[src/rtl/pie_pkg.sv]
`timescale 1ns / 1ps

package pie_pkg;

  // Field widths
  localparam int PIX_W = 8;
  localparam int ROW_W = 13;
  localparam int CFG_ADDR_W = 2;

  // Saturation limits for the pixel counter and the row counter
  localparam logic [ROW_W-1:0] CNT_CAP = ROW_W'(4096);
  localparam logic [ROW_W-1:0] ROW_CAP = ROW_W'(4096);

  // Configuration register indexes
  localparam logic [CFG_ADDR_W-1:0] CFG_COUNT_THRESHOLD = 2'd0;
  localparam logic [CFG_ADDR_W-1:0] CFG_MIN_RUN_LENGTH  = 2'd1;
  localparam logic [CFG_ADDR_W-1:0] CFG_MERGE_GAP       = 2'd2;

  // Configuration reset values
  localparam logic [ROW_W-1:0] RST_COUNT_THRESHOLD = ROW_W'(1);
  localparam logic [ROW_W-1:0] RST_MIN_RUN_LENGTH  = ROW_W'(3);
  localparam logic [ROW_W-1:0] RST_MERGE_GAP       = ROW_W'(2);

  // One registered pixel on its way into the tracker
  typedef struct packed {
    logic             valid;
    logic [PIX_W-1:0] pixel_value;
    logic             line_end;
    logic             frame_end;
  } pixel_t;

  // One range result from the tracker
  typedef struct packed {
    logic             valid;
    logic [ROW_W-1:0] range_low;
    logic [ROW_W-1:0] range_high;
    logic             frame_done;
  } result_t;

endpackage

[src/rtl/projection_interval_extractor_unit.sv]
`timescale 1ns / 1ps
// Path: a pixel is registered in the input register, and the range that it causes
//   is registered in the result register.
// Throughput: one pixel per cycle unless output stalls; row and run state update per pixel.
// Reset: rst_n synchronous, active low; clears pipeline and frame state and loads
//   count_threshold = 1, min_run_length = 3, merge_gap = 2.

module projection_interval_extractor_unit (
  input  logic                           clk,
  input  logic                           rst_n,
  // Configuration write port
  input  logic                           cfg_wr_en,
  input  logic [pie_pkg::CFG_ADDR_W-1:0] cfg_addr,
  input  logic [pie_pkg::ROW_W-1:0]      cfg_wdata,
  // Pixel stream
  input  logic                           in_tvalid,
  output logic                           in_tready,
  input  logic [7:0]                     in_tdata,   // [7:0] pixel_value
  input  logic                           in_tlast,   // line_end
  input  logic                           in_tuser,   // frame_end
  // Range stream
  output logic                           out_tvalid,
  input  logic                           out_tready,
  output logic [31:0]                    out_tdata,  // [12:0] range_low, [25:13] range_high
  output logic                           out_tlast   // frame_done
);
  import pie_pkg::*;

  pixel_t           pix;
  result_t          res;
  logic             adv;
  logic [ROW_W-1:0] range_low;
  logic [ROW_W-1:0] range_high;

  pie_in_stage u_in_stage (
    .clk            (clk),
    .rst_n          (rst_n),
    .in_tvalid      (in_tvalid),
    .in_tready      (in_tready),
    .in_pixel_value (in_tdata[PIX_W-1:0]),
    .in_line_end    (in_tlast),
    .in_frame_end   (in_tuser),
    .adv            (adv),
    .pix            (pix)
  );

  pie_run_tracker u_run_tracker (
    .clk       (clk),
    .rst_n     (rst_n),
    .cfg_wr_en (cfg_wr_en),
    .cfg_addr  (cfg_addr),
    .cfg_wdata (cfg_wdata),
    .pix       (pix),
    .adv       (adv),
    .res       (res)
  );

  pie_out_stage u_out_stage (
    .clk            (clk),
    .rst_n          (rst_n),
    .res            (res),
    .adv            (adv),
    .out_tvalid     (out_tvalid),
    .out_tready     (out_tready),
    .out_range_low  (range_low),
    .out_range_high (range_high),
    .out_frame_done (out_tlast)
  );

  assign out_tdata = {6'd0, range_high, range_low};

endmodule

[src/rtl/pie_in_stage.sv]
`timescale 1ns / 1ps

module pie_in_stage (
  input  logic                      clk,
  input  logic                      rst_n,
  input  logic                      in_tvalid,
  output logic                      in_tready,
  input  logic [pie_pkg::PIX_W-1:0] in_pixel_value,
  input  logic                      in_line_end,
  input  logic                      in_frame_end,
  input  logic                      adv,
  output pie_pkg::pixel_t           pix
);
  import pie_pkg::*;

  logic             valid_r;
  logic [PIX_W-1:0] pixel_value_r;
  logic             line_end_r;
  logic             frame_end_r;
  logic             accept;

  // Register frees up when its pixel moves on this cycle
  assign in_tready = !valid_r || adv;
  assign accept    = in_tvalid && in_tready;

  // Valid flag
  always_ff @(posedge clk) begin
    if (!rst_n) begin
      valid_r <= 1'b0;
    end else if (in_tready) begin
      valid_r <= in_tvalid;
    end
  end

  // Payload
  always_ff @(posedge clk) begin
    if (accept) begin
      pixel_value_r <= in_pixel_value;
      line_end_r    <= in_line_end;
      frame_end_r   <= in_frame_end;
    end
  end

  assign pix.valid       = valid_r;
  assign pix.pixel_value = pixel_value_r;
  assign pix.line_end    = line_end_r;
  assign pix.frame_end   = frame_end_r;

endmodule

[src/rtl/pie_run_tracker.sv]
`timescale 1ns / 1ps

module pie_run_tracker (
  input  logic                           clk,
  input  logic                           rst_n,
  input  logic                           cfg_wr_en,
  input  logic [pie_pkg::CFG_ADDR_W-1:0] cfg_addr,
  input  logic [pie_pkg::ROW_W-1:0]      cfg_wdata,
  input  pie_pkg::pixel_t                pix,
  input  logic                           adv,
  output pie_pkg::result_t               res
);
  import pie_pkg::*;

  // Configuration
  logic [ROW_W-1:0] count_threshold_r;
  logic [ROW_W-1:0] min_run_length_r;
  logic [ROW_W-1:0] merge_gap_r;

  // Frame state
  logic [ROW_W-1:0] row_pixel_count_r, row_pixel_count_nxt;
  logic [ROW_W-1:0] row_index_r,       row_index_nxt;
  logic [ROW_W-1:0] run_start_row_r,   run_start_row_nxt;
  logic             run_active_r,      run_active_nxt;
  logic [ROW_W-1:0] last_end_row_r,    last_end_row_nxt;
  logic             last_end_valid_r,  last_end_valid_nxt;
  logic [ROW_W-1:0] pending_low_r,     pending_low_nxt;
  logic [ROW_W-1:0] pending_high_r,    pending_high_nxt;
  logic             pending_valid_r,   pending_valid_nxt;
  logic             any_emitted_r,     any_emitted_nxt;

  logic             fire;
  logic [ROW_W-1:0] cnt_inc;
  logic             qualify;
  logic             emit;
  logic [ROW_W-1:0] emit_low;
  logic [ROW_W-1:0] emit_high;

  assign fire = pix.valid && adv;

  // Configuration writes, unknown indexes ignored
  always_ff @(posedge clk) begin
    if (!rst_n) begin
      count_threshold_r <= RST_COUNT_THRESHOLD;
      min_run_length_r  <= RST_MIN_RUN_LENGTH;
      merge_gap_r       <= RST_MERGE_GAP;
    end else if (cfg_wr_en) begin
      unique case (cfg_addr)
        CFG_COUNT_THRESHOLD: count_threshold_r <= cfg_wdata;
        CFG_MIN_RUN_LENGTH:  min_run_length_r  <= cfg_wdata;
        CFG_MERGE_GAP:       merge_gap_r       <= cfg_wdata;
        default: ;
      endcase
    end
  end

  // Row evaluation and frame flush for one pixel
  always_comb begin
    row_pixel_count_nxt = row_pixel_count_r;
    row_index_nxt       = row_index_r;
    run_start_row_nxt   = run_start_row_r;
    run_active_nxt      = run_active_r;
    last_end_row_nxt    = last_end_row_r;
    last_end_valid_nxt  = last_end_valid_r;
    pending_low_nxt     = pending_low_r;
    pending_high_nxt    = pending_high_r;
    pending_valid_nxt   = pending_valid_r;
    any_emitted_nxt     = any_emitted_r;
    emit                = 1'b0;
    emit_low            = '0;
    emit_high           = '0;

    cnt_inc = (pix.pixel_value != '0 && row_pixel_count_r < CNT_CAP)
            ? row_pixel_count_r + ROW_W'(1) : row_pixel_count_r;
    qualify = cnt_inc >= count_threshold_r;
    row_pixel_count_nxt = cnt_inc;

    if (pix.line_end || pix.frame_end) begin
      row_pixel_count_nxt = '0;
      if (row_index_r < ROW_CAP) begin
        if (qualify && !run_active_r) begin
          if (last_end_valid_r && pending_valid_r &&
              (row_index_r - last_end_row_r) < merge_gap_r) begin
            // Run opens close behind the last end: stretch the pending range
            pending_high_nxt = row_index_r + ROW_W'(1);
            last_end_row_nxt = row_index_r;
          end else begin
            if (pending_valid_r) begin
              emit              = 1'b1;
              emit_low          = pending_low_r;
              emit_high         = pending_high_r;
              pending_valid_nxt = 1'b0;
              any_emitted_nxt   = 1'b1;
            end
            run_active_nxt    = 1'b1;
            run_start_row_nxt = row_index_r;
          end
        end else if (!qualify && run_active_r) begin
          if ((row_index_r - run_start_row_r) >= min_run_length_r) begin
            pending_low_nxt    = run_start_row_r;
            pending_high_nxt   = row_index_r;
            pending_valid_nxt  = 1'b1;
            last_end_row_nxt   = row_index_r;
            last_end_valid_nxt = 1'b1;
          end
          run_active_nxt = 1'b0;
        end
        row_index_nxt = row_index_r + ROW_W'(1);
      end
    end

    if (pix.frame_end) begin
      // Flush the pending range, or report the whole frame if nothing came out
      if (!emit) begin
        if (pending_valid_nxt) begin
          emit      = 1'b1;
          emit_low  = pending_low_nxt;
          emit_high = pending_high_nxt;
        end else if (!any_emitted_nxt) begin
          emit      = 1'b1;
          emit_low  = '0;
          emit_high = row_index_nxt;
        end
      end
      row_pixel_count_nxt = '0;
      row_index_nxt       = '0;
      run_start_row_nxt   = '0;
      run_active_nxt      = 1'b0;
      last_end_row_nxt    = '0;
      last_end_valid_nxt  = 1'b0;
      pending_low_nxt     = '0;
      pending_high_nxt    = '0;
      pending_valid_nxt   = 1'b0;
      any_emitted_nxt     = 1'b0;
    end
  end

  // State update on each processed pixel
  always_ff @(posedge clk) begin
    if (!rst_n) begin
      row_pixel_count_r <= '0;
      row_index_r       <= '0;
      run_start_row_r   <= '0;
      run_active_r      <= 1'b0;
      last_end_row_r    <= '0;
      last_end_valid_r  <= 1'b0;
      pending_low_r     <= '0;
      pending_high_r    <= '0;
      pending_valid_r   <= 1'b0;
      any_emitted_r     <= 1'b0;
    end else if (fire) begin
      row_pixel_count_r <= row_pixel_count_nxt;
      row_index_r       <= row_index_nxt;
      run_start_row_r   <= run_start_row_nxt;
      run_active_r      <= run_active_nxt;
      last_end_row_r    <= last_end_row_nxt;
      last_end_valid_r  <= last_end_valid_nxt;
      pending_low_r     <= pending_low_nxt;
      pending_high_r    <= pending_high_nxt;
      pending_valid_r   <= pending_valid_nxt;
      any_emitted_r     <= any_emitted_nxt;
    end
  end

  assign res.valid      = fire && emit;
  assign res.range_low  = emit_low;
  assign res.range_high = emit_high;
  assign res.frame_done = pix.frame_end;

endmodule

[src/rtl/pie_out_stage.sv]
`timescale 1ns / 1ps

module pie_out_stage (
  input  logic                      clk,
  input  logic                      rst_n,
  input  pie_pkg::result_t          res,
  output logic                      adv,
  output logic                      out_tvalid,
  input  logic                      out_tready,
  output logic [pie_pkg::ROW_W-1:0] out_range_low,
  output logic [pie_pkg::ROW_W-1:0] out_range_high,
  output logic                      out_frame_done
);
  import pie_pkg::*;

  logic             valid_r;
  logic [ROW_W-1:0] range_low_r;
  logic [ROW_W-1:0] range_high_r;
  logic             frame_done_r;

  // Upstream may proceed whenever this slot is empty or drains now
  assign adv = !valid_r || out_tready;

  // Valid flag
  always_ff @(posedge clk) begin
    if (!rst_n) begin
      valid_r <= 1'b0;
    end else if (adv) begin
      valid_r <= res.valid;
    end
  end

  // Payload
  always_ff @(posedge clk) begin
    if (adv && res.valid) begin
      range_low_r  <= res.range_low;
      range_high_r <= res.range_high;
      frame_done_r <= res.frame_done;
    end
  end

  assign out_tvalid     = valid_r;
  assign out_range_low  = range_low_r;
  assign out_range_high = range_high_r;
  assign out_frame_done = frame_done_r;

endmodule

[config.mk]
export PLATFORM = sky130hd
export DESIGN_NAME = projection_interval_extractor_unit
export DESIGN_NICKNAME = d
export VERILOG_FILES = /design/src/rtl/pie_pkg.sv /design/src/rtl/projection_interval_extractor_unit.sv /design/src/rtl/pie_in_stage.sv /design/src/rtl/pie_run_tracker.sv /design/src/rtl/pie_out_stage.sv
export SDC_FILE = /design/constraint.sdc
export NUM_CORES = 1
export LEC_CHECK = 0
export ABC_AREA = 1
export BUFFER_PORTS_ARGS = -buffer_cell sky130_fd_sc_hd__buf_2
export CAP_MARGIN = 20
export CORE_ASPECT_RATIO = 1.1
export CORE_MARGIN = 3
export CORE_UTILIZATION = 42
export DETAILED_ROUTE_END_ITERATION = 8
export PLACE_DENSITY_LB_ADDON = 0.08
export SYNTH_ARGS = -nofsm -noshare
export SYNTH_HDL_FRONTEND = slang
export SYNTH_SLANG_ARGS = --single-unit
export TNS_END_PERCENT = 10
[constraint.sdc]
create_clock -name clk -period 11.9 [get_ports clk]
set_input_delay 0 -clock clk [delete_from_list [all_inputs] [get_ports clk]]
set_output_delay 0 -clock clk [all_outputs]
set_load 0.02 [all_outputs]
Word level (Yosys, flattened, before mapping)
Index checks and enable logic that the tools add are counted.
{"block": "op_classes", "mux": 83, "reduce_logical": 32, "magnitude_cmp": 5, "n_addsub": 4, "eq_ne": 6}
{"cell": "13-bit two-way mux", "count": 49}
{"cell": "1-bit two-way mux", "count": 34}
{"cell": "13-bit by 1-bit adder with 13-bit output, second input constant", "count": 2}
{"cell": "13-bit >= comparator", "count": 2}
{"cell": "13-bit less-than comparator, second input constant", "count": 2}
{"cell": "13-bit subtractor", "count": 2}
{"cell": "13-bit less-than comparator", "count": 1}
{"cell": "6-bit AND reduction", "count": 2}
{"cell": "5-bit AND reduction", "count": 2}
{"cell": "2-bit nonzero test", "count": 5}
{"cell": "1-bit logical AND", "count": 9}
{"cell": "8-bit nonzero test", "count": 1}
{"cell": "3-bit inequality test, second input constant", "count": 2}
{"cell": "2-bit AND reduction", "count": 3}
{"cell": "3-bit nonzero test", "count": 2}
{"cell": "1-bit logical NOT", "count": 4}
{"cell": "2-bit inequality test, second input constant", "count": 2}
{"cell": "1-bit logical OR", "count": 3}
{"cell": "2-bit by 1-bit == test with 1-bit output, second input constant", "count": 1}
{"cell": "2-bit == test, second input constant", "count": 1}
{"cell": "2-bit logical NOT", "count": 1}
{"block": "word_totals", "output_inout_bits": 35, "in_bits": 30, "regBits": 160, "elab_cells": 151}

Depth between registers and ports, before layout
Gate-level depths: netlist (run 1).
{"block": "logic_depth", "ltp_word": 15, "mapped_depth": 29, "depth_no_buf": 29}

Hierarchy
A second synthesis (run 1) with hierarchy kept.
{"block": "unflattened", "cells_unflattened": 1420, "hier_area_um2": 10042.1}
{"module": "pie_run_tracker", "cells_each": 1359, "seq_area_each_um2": 2422.3, "area_per_inst_um2": 8757.1, "n_inst": 1}
{"module": "pie_out_stage", "cells_each": 34, "seq_area_each_um2": 830.8, "area_per_inst_um2": 862.1, "n_inst": 1}
{"module": "pie_in_stage", "cells_each": 20, "seq_area_each_um2": 320.3, "area_per_inst_um2": 374.1, "n_inst": 1}
{"module": "projection_interval_extractor_unit", "cells_each": 7, "seq_area_each_um2": 0.0, "area_per_inst_um2": 48.8, "n_inst": 1}

Least setup slack after synthesis (run 1)
OpenSTA, ideal clock, no wires.
{"block": "synth_timing", "path_type": "register -> register", "startpoint": "reg u_run_tracker.row_index_r[0]", "endpoint": "reg u_out_stage.frame_done_r (netlist: u_out_stage.out_frame_done), enable pin", "setup_ns": 0.382, "stages_incl_launch_ff": 27, "t_required_ns": 11.518, "arrival_time_ns": 3.996, "setup_slack_ns": 7.523, "n_path_buf": 0, "synth_period_minus_slack_ns": 4.377, "cell_sequence": "dfxtp_1 > inv_2 > ha_1 > fa_1 > nand3b_1 > and2_1 > inv_1 > a21o_1 > nand2_1 > a21oi_1 > a21oi_1 > o21bai_1 > xor2_1 > ha_1 > nand2_1 > nor2_1 > nand2_1 > o21bai_1 > nand3_2 > nand2_4 > nand2_2 > nand2_4 > nand3_2 > nand2_2 > nand2_1 > nand2_1 > inv_1"}
{"block": "synth_via", "elab_chain_cells": 13, "word_cells_on_any_way": 26, "cone_classes": "add/sub (2); order compare (3); mux (18); reduce/logical (3)"}
{"item": "start, declared", "line": "pie_run_tracker.sv:22", "text": "logic [ROW_W-1:0] row_index_r, row_index_nxt;"}
{"item": "start signal, assigned", "line": "pie_run_tracker.sv:153", "text": "row_index_r <= row_index_nxt;"}
{"item": "13-bit subtractor", "line": "pie_run_tracker.sv:83", "text": "(row_index_r - last_end_row_r) < merge_gap_r) begin"}
{"item": "13-bit less-than comparator", "line": "pie_run_tracker.sv:83"}
{"item": "1-bit logical AND", "line": "pie_run_tracker.sv:82", "text": "if (last_end_valid_r && pending_valid_r &&"}
{"item": "1-bit two-way mux", "line": "pie_run_tracker.sv:82"}
{"item": "1-bit two-way mux", "line": "pie_run_tracker.sv:81", "text": "if (qualify && !run_active_r) begin"}
{"item": "1-bit two-way mux", "line": "pie_run_tracker.sv:80", "text": "if (row_index_r < ROW_CAP) begin"}
{"item": "1-bit two-way mux", "line": "pie_run_tracker.sv:78", "text": "if (pix.line_end || pix.frame_end) begin"}
{"item": "1-bit two-way mux", "line": "pie_run_tracker.sv:119", "text": "end else if (!any_emitted_nxt) begin"}
{"item": "1-bit two-way mux", "line": "pie_run_tracker.sv:115", "text": "if (pending_valid_nxt) begin"}
{"item": "1-bit two-way mux", "line": "pie_run_tracker.sv:114", "text": "if (!emit) begin"}
{"item": "1-bit two-way mux (*)", "line": "pie_run_tracker.sv:112", "text": "if (pix.frame_end) begin"}
{"item": "1-bit logical AND (*)", "line": "pie_run_tracker.sv:165", "text": "assign res.valid = fire && emit;"}
{"item": "1-bit logical AND (*)", "line": "pie_out_stage.sv:35", "text": "if (adv && res.valid) begin"}
{"item": "end signal, assigned", "line": "pie_out_stage.sv:38", "text": "frame_done_r <= res.frame_done;"}
{"item": "end, declared", "line": "pie_out_stage.sv:19", "text": "logic frame_done_r;"}
Every way passes the cells marked *; elsewhere a longest branch is shown, timed or not.
A chain may end at the register's enable or synchronous reset.

Worst setup path after layout (run 1)
{"block": "layout_timing", "startpoint": "reg u_run_tracker.row_index_r[0]", "endpoint": "reg u_out_stage.range_low_r[9] (netlist: u_out_stage.out_range_low[9]), enable pin"}
{"block": "layout_via", "elab_chain_cells": 13, "word_cells_on_any_way": 26, "cone_classes": "add/sub (2); order compare (3); mux (18); reduce/logical (3)"}
{"item": "13-bit subtractor", "line": "pie_run_tracker.sv:83"}
{"item": "13-bit less-than comparator", "line": "pie_run_tracker.sv:83"}
{"item": "1-bit logical AND", "line": "pie_run_tracker.sv:82"}
{"item": "1-bit two-way mux", "line": "pie_run_tracker.sv:82"}
{"item": "1-bit two-way mux", "line": "pie_run_tracker.sv:81"}
{"item": "1-bit two-way mux", "line": "pie_run_tracker.sv:80"}
{"item": "1-bit two-way mux", "line": "pie_run_tracker.sv:78"}
{"item": "1-bit two-way mux", "line": "pie_run_tracker.sv:119"}
{"item": "1-bit two-way mux", "line": "pie_run_tracker.sv:115"}
{"item": "1-bit two-way mux", "line": "pie_run_tracker.sv:114"}
{"item": "1-bit two-way mux (*)", "line": "pie_run_tracker.sv:112"}
{"item": "1-bit logical AND (*)", "line": "pie_run_tracker.sv:165"}
{"item": "1-bit logical AND (*)", "line": "pie_out_stage.sv:35"}
{"item": "end signal, assigned", "line": "pie_out_stage.sv:36", "text": "range_low_r <= res.range_low;"}
{"item": "end, declared", "line": "pie_out_stage.sv:17", "text": "logic [ROW_W-1:0] range_low_r;"}
Marks and branches as above.

==> results.ini, run 1 <==
[min_path]
hp-start=rst_n
hold_path.class=in2reg

[power_and_ir_drop]
switchingPower_uw=459
comb_power_share_pct=22.6
ir_drop_mv=0.0797
power_frac_seq_pct=41.1
powerDensity_mw_per_mm2=128
internal_power_uw=959
leakage_uw=0.00478
swShare_pct=32.4
p_clk_share_pct=36.3

[floorplanning]
die_w_um=152
core_mm2=0.0225
floorplan.initialDensity_pct=43.6
dieArea_mm2=0.0252
rows=57
ios=65
fp.dieH_um=166

[cells_and_area]
final_common_cell=nand2_1
fill_cells=2276
drive_above_1_share_pct=11.8
syn_to_final_growth_pct=13.7
diodes=0
finalNetCount=1488
layout_common_cells=nand2_1 (279), inv_1 (186), a21oi_1 (142), dfxtp_1 (123), nor2_1 (94)

[synthesis]
syn-cell-area_mm2=0.00979
syn_inst=1324
syn_area_per_cell_um2=7.39
synth_fa_ha_area_share_pct=8.72
ys_seq_elements=160
synth-simple-area-share_pct=23.1
synth-xor-area-share_pct=3.49
synth_compound_area_share_pct=17.6
yosysSeqAreaShare_pct=36.5
synth.distinct_cells=55
yosysWarnings=0
synth_mux_area_share_pct=0
synth_top_family_by_area=simple AND/OR/NAND/NOR gates

[timing]
grt_setup_unrepaired=false
setup_viol=0
finalSetupTns_ps=0
min_period_ps=5060
tightest_slew_ps=897
fin_crit_sh_pct=42.6
fmax_mhz=197
hold_viol_final=0
fin_worst_skew_ps=13.6
relSlewSlack_pct=40.0
fin_ws_ps=6840
slew_viol_final=0

[place]
hpwl_mm=18.9
dpl_worst_slack_ps=6440
place.gp.congestion=0.893
io_buffer_count=58

[grt]
first_global_vias=8101
grt_util_all_layers_pct=21.0
antenna_found_initial=0
gr-usage-met1_pct=29.2
use_met2_pct=33.4
grt_pass1_wl_mm=42.4
busiest_layer=met2
grt_max_degree=65
use_met3_pct=3.36
grt.overflow.total=0

[clock_network]
cts_buffers=17
cts_tree=yes
cts_setup_buffers=0
cts-root-buf=clkbuf_16
htreeDepth=4
clk_latency_ps=430
cts_buffer_depth=2
clk_pin_slew_ps=70
cts.sinks=160

[setup_path]
crit_fanout=24
cpMostUsedCell=a21oi_1
required_ps=12080
start_kind=flip-flop
crit_start=u_run_tracker.row_index_r[0]
path_class=reg2reg
cp_top_family=simple AND/OR/NAND/NOR gates
slowest_delay_ps=460
arrival_ps=5240
cp-end-kind=flip-flop
cp.buffers_inverters=4
crit_slowest_cell=fa_1
r2r_start=u_run_tracker.row_index_r[0]

[route]
via_per_inst=5.05
wl_per_cell_um=15.4
final_antenna_net_count=0
vias=8578
drtIter0Drc=458
first_pass_iters=7
route.detailed.drc=0
totalWireLength_mm=26.2

[status]
status=completed

[flow_run]
drv_cap=0

sequential cells by signal (all words and copies together) (netlist names):
signal,flops
u_out_stage.out_range_high,13
u_out_stage.out_range_low,13
u_run_tracker.count_threshold_r,13
u_run_tracker.last_end_row_r,13
u_run_tracker.merge_gap_r,13
u_run_tracker.min_run_length_r,13
u_run_tracker.pending_high_r,13
u_run_tracker.pending_low_r,13
u_run_tracker.row_index_r,13
u_run_tracker.row_pixel_count_r,13
u_run_tracker.run_start_row_r,13
u_in_stage.pixel_value_r,8
u_in_stage.frame_end_r,1
u_in_stage.line_end_r,1
u_in_stage.valid_r,1
u_out_stage.out_frame_done,1
u_out_stage.out_tvalid,1
u_run_tracker.any_emitted_r,1
u_run_tracker.last_end_valid_r,1
u_run_tracker.pending_valid_r,1
u_run_tracker.run_active_r,1
worst register-to-register path: stages (launching register included):
cell      delay (ps)
dfxtp_1          370
inv_2            110
ha_1             230
fa_1             460
nand3b_1         170
and2_1           180
inv_1             80
a21o_1           140
nand2_1           60
a21oi_1          200
a21oi_1          100
o21bai_1         160
xor2_1           170
ha_1             270
a21oi_1          140
o21ai_0           90
a21oi_1          160
nand3_2          370
nand2_4          330
nand2_2          100
nand2_4          110
nand3_2           70
nand2_2          220
nand2_1           80
nand2_1          100
inv_1            130
buf_16           200
routing by layer:
layer	up-vias	part of all wire [%]
li1	4449	-
met1	3872	47
met2	214	46
met3	43	4.3
met4	0	2.3
met5	-	0
cells by family (layout without fill, tap and decap cells):
group,after synthesis,in the layout
DFF,160,160
xor gates and xnor gates,39,39
buffers and inverters,256,331
other,1,6
adders and majority gates,67,67
AOI/OAI and AO/OA,298,298
and+or+nand+nor,503,503
stage by stage:
| step | cell area, µm² | util, % | instances | total power, µW | hold slack, ps |
|---|---|---|---|---|---|
| 2_1_floorplan | 9800 | - | 1329 | 834 | 98.9 |
| 3_3_place_gp | 10200 | 45.5 | 1631 | 902 | 177 |
| 3_5_place_dp | 10200 | 45.5 | 1631 | 904 | 178 |
| 4_1_cts | 11100 | 49.4 | 1698 | 1430 | 143 |
| 5_1_grt | 11100 | 49.5 | 1699 | 1500 | 188 |
| 6_report | 11100 | 49.5 | 1699 | 1420 | 158 |
cell usage after synthesis (all sizes together):
cell	number	area share (%)
a211oi	7	0.79
a21o	3	0.23
a21oi	144	7.4
a221oi	1	0.090
a2bb2oi	1	0.090
a31o	1	0.090
a31oi	2	0.13
and2	4	0.26
and3	1	0.064
buf	27	1.8
clkbuf	30	1.2
clkinv	1	0.038
conb	1	0.038
dfxtp	123	25
edfxtp	37	11
fa	2	0.41
ha	65	8.3
inv	198	7.6
nand2	288	12
nand3	78	4.7
nand3b	3	0.23
nand4	9	0.58
nor2	109	4.8
nor3	8	0.58
o2111ai	2	0.18
o211ai	6	0.61
o21a	1	0.077
o21ai	98	5.1
o21bai	4	0.31
o22ai	28	2.4
or2	2	0.13
or4	1	0.077
xnor2	9	0.81
xor2	30	2.7
power by group through the flow:
stage / logic, µW / clock network (µW) / registers [µW]
5_1_grt: 362 / 550 / 585
3_5_place_dp: 309 / 0 / 596
2_1_floorplan: 237 / 0 / 597
4_1_cts: 320 / 529 / 583
6_report: 321 / 515 / 583
3_3_place_gp: 307 / 0 / 595
final cells by class:
type | instances | area (µm²) | share of cell area (%)
Multi-Input combinational cell | 913 | 5190 | 46.7
Clock inverter | 14 | 104 | 0.933
Inverter | 199 | 747 | 6.71
Timing Repair Buffer | 100 | 713 | 6.41
Tap cell | 295 | 369 | 3.32
Sequential cell | 160 | 3570 | 32.1
Clock buffer | 18 | 429 | 3.86
final timing paths:
check | slack, ps | depth (start not counted) | to
max reg2reg | 6840 | 26 | u_out_stage.out_range_low[9]
min | 160 | 3 | u_run_tracker.min_run_length_r[0]
min reg2reg | 460 | 2 | u_run_tracker.merge_gap_r[4]
max | 6840 | 26 | u_out_stage.out_range_low[9]
repair_timing:
| item | 4_1_cts | 5_1_grt |
|---|---|---|
| hold endpoints to repair | 51 | 0 |
| resized for setup | 0 | 0 |
| hold buffers | 35 | 0 |
| endpoints found under the setup margin | 0 | 0 |
Note: power is estimated with default switching activity, not from simulation.
==> inputs of run 2 (changes only) <==
Clock period 11.9 ns to 4.4 ns, I/O delays scaled along.
==> run 2 against run 1 <==
- via count grew 1.9%
- critical endpoint is now u_out_stage.out_range_low[3]
- largest power group unchanged
- final cell count grew 1.4%
- worst hold slack lost 3.5 ps
==> results.ini, run 2 (synthesis results as in run 1) <==
[min_path]
hp-start=rst_n
whs_path_depth=3  ; unchanged
hold_path.class=in2reg
hold_end=u_run_tracker.min_run_length_r[0]

[clock_network]
cts_buffer_depth=2  ; unchanged
cts.sinks=160  ; unchanged
cts_tree=yes
htreeDepth=4  ; unchanged
cts_buffers=17  ; unchanged
clk_pin_slew_ps=70  ; about the same
clk_latency_ps=430  ; about the same
cts-root-buf=clkbuf_16

[route]
vias=8742  ; +1.9%
via_per_inst=5.07  ; +0.49%
final_antenna_net_count=0  ; unchanged
first_pass_iters=6  ; -1
wl_per_cell_um=15.7  ; +1.6%
drtIter0Drc=634  ; +38%
route.detailed.drc=0  ; unchanged
totalWireLength_mm=27.0  ; +3.0%

[timing]
fmax_mhz=240  ; +21%
grt_setup_unrepaired=true
tightest_slew_ps=847  ; -50.0 ps
min_period_ps=4170  ; -895 ps
setup_viol=0  ; unchanged
hold_viol_final=0  ; unchanged
fin_ws_ps=231  ; -6600 ps
relSlewSlack_pct=43.4  ; +3.3 points
hold-worst-slack_ps=155  ; -3.46 ps
fin_worst_skew_ps=10.8  ; -2.86 ps
slew_viol_final=0  ; unchanged
fin_crit_sh_pct=94.8  ; +52 points

[grt]
first_global_vias=8149  ; +0.59%
grt_pass1_wl_mm=42.4  ; about the same
grt_max_degree=61  ; -6.2%
antenna_found_initial=0  ; unchanged
grt.overflow.total=0  ; unchanged
grt_util_all_layers_pct=21.1  ; +0.074 points

[floorplanning]
ios=65  ; unchanged
die_w_um=152  ; unchanged
core_mm2=0.0225  ; unchanged
dieArea_mm2=0.0252  ; unchanged
fp.dieH_um=166  ; unchanged
rows=57  ; unchanged
floorplan.initialDensity_pct=43.6  ; unchanged

[cells_and_area]
seq_area_mm2=0.00357  ; about the same
layout_common_cells=nand2_1 (278), inv_1 (184), a21oi_1 (140), dfxtp_1 (122), nor2_1 (91)
syn_to_final_growth_pct=16.9
post-route-util_pct=50.9  ; +1.4 points
diodes=0  ; unchanged
multi_input_area_mm2=0.00525  ; +1.2%
final_common_cell=nand2_1
finalNetCount=1512  ; +1.6%
fill_cells=2296  ; +0.88%
drive_above_1_share_pct=14.2  ; +2.5 points

[setup_path]
start_kind=flip-flop
path_class=reg2reg
cp-end-kind=flip-flop
r2r-end=u_out_stage.out_range_low[3]
cpMostUsedCell=nand2_1
arrival_ps=4310  ; -930 ps
slowest_delay_ps=310  ; -150 ps
crit_slowest_cell=dfxtp_1
crit_fanout=14  ; -42%
r2r_start=u_run_tracker.row_index_r[1]
rrSetupSlack_ps=230  ; -6600 ps
reg2reg_depth=27  ; +3.8%
required_ps=4540  ; -7540 ps

[power_and_ir_drop]
p_clk_share_pct=37.0  ; +0.7 points
ir_drop_mv=0.264  ; +230%
comb_power_share_pct=23.2  ; +0.6 points
switchingPower_uw=1270  ; +180%
power_frac_seq_pct=39.8  ; -1.3 points
swShare_pct=32.0  ; -0.37 points
powerDensity_mw_per_mm2=346  ; +170%
leakage_uw=0.00492  ; +2.9%
internal_power_uw=2690  ; +180%

[flow_run]
drv_cap=0  ; unchanged

[place]
dpl_worst_slack_ps=28.6  ; -6410 ps
hpwl_mm=18.9  ; about the same
io_buffer_count=58  ; unchanged
place.gp.congestion=0.888  ; -0.50%

[status]
status=completed

[run 2: final cells by class]
| type | count | area share, % |
|---|---|---|
| clock inverters | 13 | 1.12 |
| well taps | 295 | 3.23 |
| repair buffers | 122 | 8.11 |
| multi-input cells | 915 | 45.9 |
| flip-flops and latches | 160 | 31.2 |
| clock buffers | 19 | 3.78 |
| inverters | 199 | 6.61 |
[run 2: critical path, delay by kind of cell, from the launching register on]
kind / cells / cell delay [ps]
AO/OA/AOI/OAI: 5 / 830
XOR/XNOR: 1 / 180
adder cells (fa/ha/maj): 2 / 550
buffers and inverters: 7 / 900
flip-flops: 1 / 310
AND/OR/NAND/NOR: 12 / 1070
[run 2: routing by layer]
metal | wire length (µm) | global-route usage (%)
met5 | 0 | 0
met2 | 13000 | 34.5
met1 | 12500 | 29.3
met3 | 1150 | 2.95
met4 | 431 | 5.24
[run 2: power by group through the flow]
| stage | Clock (µW) | Combinational (µW) | Sequential, µW |
|---|---|---|---|
| 2_1_floorplan | 0 | 641 | 1620 |
| 3_3_place_gp | 0 | 833 | 1610 |
| 3_5_place_dp | 0 | 838 | 1610 |
| 4_1_cts | 1490 | 865 | 1580 |
| 5_1_grt | 1540 | 1030 | 1580 |
| 6_report | 1460 | 917 | 1580 |
[run 2: what timing repair did]
item / in CTS / in global routing
setup buffers: 0 / 4
hold buffers: 34 / 0
setup endpoints to repair: 0 / 97
hold endpoints to repair: 51 / 0
gates resized for setup: 0 / 24
[run 2: stage by stage]
stage / instances / area [µm²] / setup TNS [ps] / power [µW]
2_1_floorplan: 1329 / 9800 / 0 / 2260
3_3_place_gp: 1649 / 10400 / 0 / 2440
3_5_place_dp: 1649 / 10400 / 0 / 2450
4_1_cts: 1715 / 11300 / 0 / 3930
5_1_grt: 1723 / 11400 / -255 / 4160
6_report: 1723 / 11400 / 0 / 3960
[run 2: worst max-delay path by stage]
stage,slack (ps),end,cells after the start,start
finish,230,u_out_stage.out_range_low[3],27,u_run_tracker.row_index_r[1]
detailed placement,30,u_out_stage.out_range_low[1],24,u_run_tracker.row_index_r[0]
global placement,100,u_out_stage.out_range_low[1],26,u_run_tracker.row_index_r[0]
CTS,3,u_out_stage.out_range_low[1],24,u_run_tracker.row_index_r[0]
global route,-60,u_out_stage.out_range_high[6],27,u_run_tracker.row_index_r[1]
floorplan,20,u_out_stage.out_frame_done,26,u_run_tracker.row_index_r[0]
==> inputs of run 3 (changes only) <==
Settings changed: SLEW_MARGIN set to 20.
Clock period 4.4 ns to 5.3 ns, I/O delays scaled along.
==> run 3 against run 2 <==
- clock-buffer cell count down 1
- core utilization fell by 0.82 points
- power down 15%
- worst hold slack worse by 23 ps
- sequential cell count is the same
- die area unchanged
- critical path type unchanged
- largest power group is now clock
- highest routed layer unchanged
==> results.ini, run 3 (synthesis results as in run 1) <==
[grt]
first_global_vias=8026  ; -1.5%
grt_max_degree=65  ; +6.6%
grt_pass1_wl_mm=42.8  ; +1.1%
antenna_found_initial=0  ; unchanged
grt.overflow.total=0  ; unchanged
grt_util_all_layers_pct=21.3  ; +0.21 points

[cells_and_area]
fin_area_mm2=0.0113  ; -1.6%
diodes=0  ; unchanged
syn_to_final_growth_pct=15.0
post-route-util_pct=50.1  ; -0.82 points
final_common_cell=nand2_1
finalNetCount=1496  ; -1.1%
fill_cells=2272  ; -1.0%
layout_common_cells=nand2_1 (279), inv_1 (186), a21oi_1 (142), dfxtp_1 (123), nor2_1 (94)
drive_above_1_share_pct=12.5  ; -1.8 points

[floorplanning]
rows=57  ; unchanged
ios=65  ; unchanged
dieArea_mm2=0.0252  ; unchanged
floorplan.initialDensity_pct=43.6  ; unchanged
die_w_um=152  ; unchanged
fp.dieH_um=166  ; unchanged
core_mm2=0.0225  ; unchanged

[clock_network]
cts-root-buf=clkbuf_16
cts_buffers=17  ; unchanged
cts_buffer_depth=2  ; unchanged
htreeDepth=4  ; unchanged
clk_pin_slew_ps=70  ; about the same
clk_latency_ps=430  ; about the same
cts_setup_buffers=0  ; unchanged
cts_tree=yes
cts.sinks=160  ; unchanged

[setup_path]
required_ps=5390  ; +850 ps
cp-end-kind=flip-flop
slowest_delay_ps=460  ; +150 ps
crit_slowest_cell=fa_1
crit_cells=27  ; unchanged
cp_top_family=simple AND/OR/NAND/NOR gates
crit_fanout=27  ; +13
reg2reg_depth=27  ; unchanged
start_kind=flip-flop
path_class=reg2reg
cpMostUsedCell=nand2_1
rrSetupSlack_ps=610  ; +370 ps
arrival_ps=4780  ; +470 ps
cp.buffers_inverters=4  ; -3

[timing]
min_period_ps=4690  ; +525 ps
hold_viol_final=0  ; unchanged
slew_viol_final=0  ; unchanged
finalSetupTns_ps=0  ; unchanged
relSlewSlack_pct=42.4  ; -0.94 points
fin_worst_skew_ps=12.2  ; +1.39 ps
setup_viol=0  ; unchanged
fin_crit_sh_pct=88.6  ; -6.2 points
fmax_mhz=213  ; -11%
grt_setup_unrepaired=false
tightest_slew_ps=861  ; +14.1 ps

[place]
io_buffer_count=58  ; unchanged
place.gp.congestion=0.876  ; -1.3%
hpwl_mm=19.1  ; +1.3%
dpl_cell_area_mm2=0.0103  ; -0.82%

[min_path]
whs_path_depth=3  ; unchanged
hold_path.class=in2reg

[route]
route.detailed.drc=0  ; unchanged
totalWireLength_mm=26.5  ; -1.9%
wl_per_cell_um=15.5  ; -0.99%
drtIter0Drc=549  ; -13%
final_antenna_net_count=0  ; unchanged
first_pass_iters=5  ; -1
via_per_inst=5.03  ; -0.77%
vias=8594  ; -1.7%

[power_and_ir_drop]
p_clk_share_pct=39.7  ; +2.7 points
swShare_pct=31.3  ; -0.72 points
ir_drop_mv=0.206  ; -22%
comb_power_share_pct=21.4  ; -1.8 points
switchingPower_uw=1050  ; -17%
internal_power_uw=2310  ; -14%
leakage_uw=0.00487  ; -1.1%
power_frac_seq_pct=38.9  ; -0.9 points
powerDensity_mw_per_mm2=299  ; -14%

[flow_run]
drv_cap=0  ; unchanged

[status]
status=completed

-- run 3: changes by cell type in the layout (fill, tap and decap cells not counted), moves of 3 or more --
cell	delta
nor2_1	+3
buf_8	-3
buf_4	-6
clkinvlp_4	-3
-- run 3: final timing paths --
kind	endpoint	startpoint
max	u_out_stage.out_range_low[0]	u_run_tracker.row_index_r[0]
min	u_run_tracker.min_run_length_r[0]	rst_n
min reg2reg	u_run_tracker.last_end_row_r[12]	u_run_tracker.last_end_row_r[12]
max reg2reg	u_out_stage.out_range_low[0]	u_run_tracker.row_index_r[0]
-- run 3: power groups by stage --
| stage | clock network (µW) | logic (µW) | registers [µW] |
|---|---|---|---|
| 2_1_floorplan | 0 | 532 | 1340 |
| 3_3_place_gp | 0 | 689 | 1340 |
| 3_5_place_dp | 0 | 694 | 1340 |
| 4_1_cts | 1360 | 719 | 1310 |
| 5_1_grt | 1410 | 819 | 1310 |
| 6_report | 1340 | 721 | 1310 |
-- run 3: per-layer routing --
metal  wire length [µm]  global-route usage (%)  vias to the layer above  share of wire, %
li1                   -                       -                     4473                 -
met1              12700                    30.4                     3898                48
met2              12300                    34.2                      191                46
met3               1020                    2.51                       32               3.9
met4                470                    5.47                        0               1.8
met5                  0                       0                        -                 0
-- run 3: what timing repair did --
item	CTS	global route
hold endpoints to repair	51	0
hold buffers	34	0
gates resized for setup	0	0
-- run 3: final cells by class --
type	count	area [µm²]	area share (%)
repair buffers	108	751	6.67
flip-flops and latches	160	3570	31.7
clock inverters	14	195	1.73
inverters	199	747	6.64
well taps	295	369	3.28
clock buffers	18	429	3.81
multi-input cells	913	5190	46.1
-- run 3: through the flow --
| step | std cells | hold WS [ps] | power [µW] | setup WS, ps |
|---|---|---|---|---|
| after global placement | 1641 | 177 | 2030 | 720 |
| after floorplan | 1329 | 98.9 | 1870 | 923 |
| final | 1707 | 132 | 3360 | 606 |
| after CTS | 1707 | 128 | 3390 | 610 |
| after detailed placement | 1641 | 178 | 2030 | 622 |
| after global routing | 1707 | 189 | 3540 | 220 |
-- run 3: worst min-delay path, cell delays in order --
cell and delay [ps]:
buf_2 90, buf_4 260, nand3_1 140
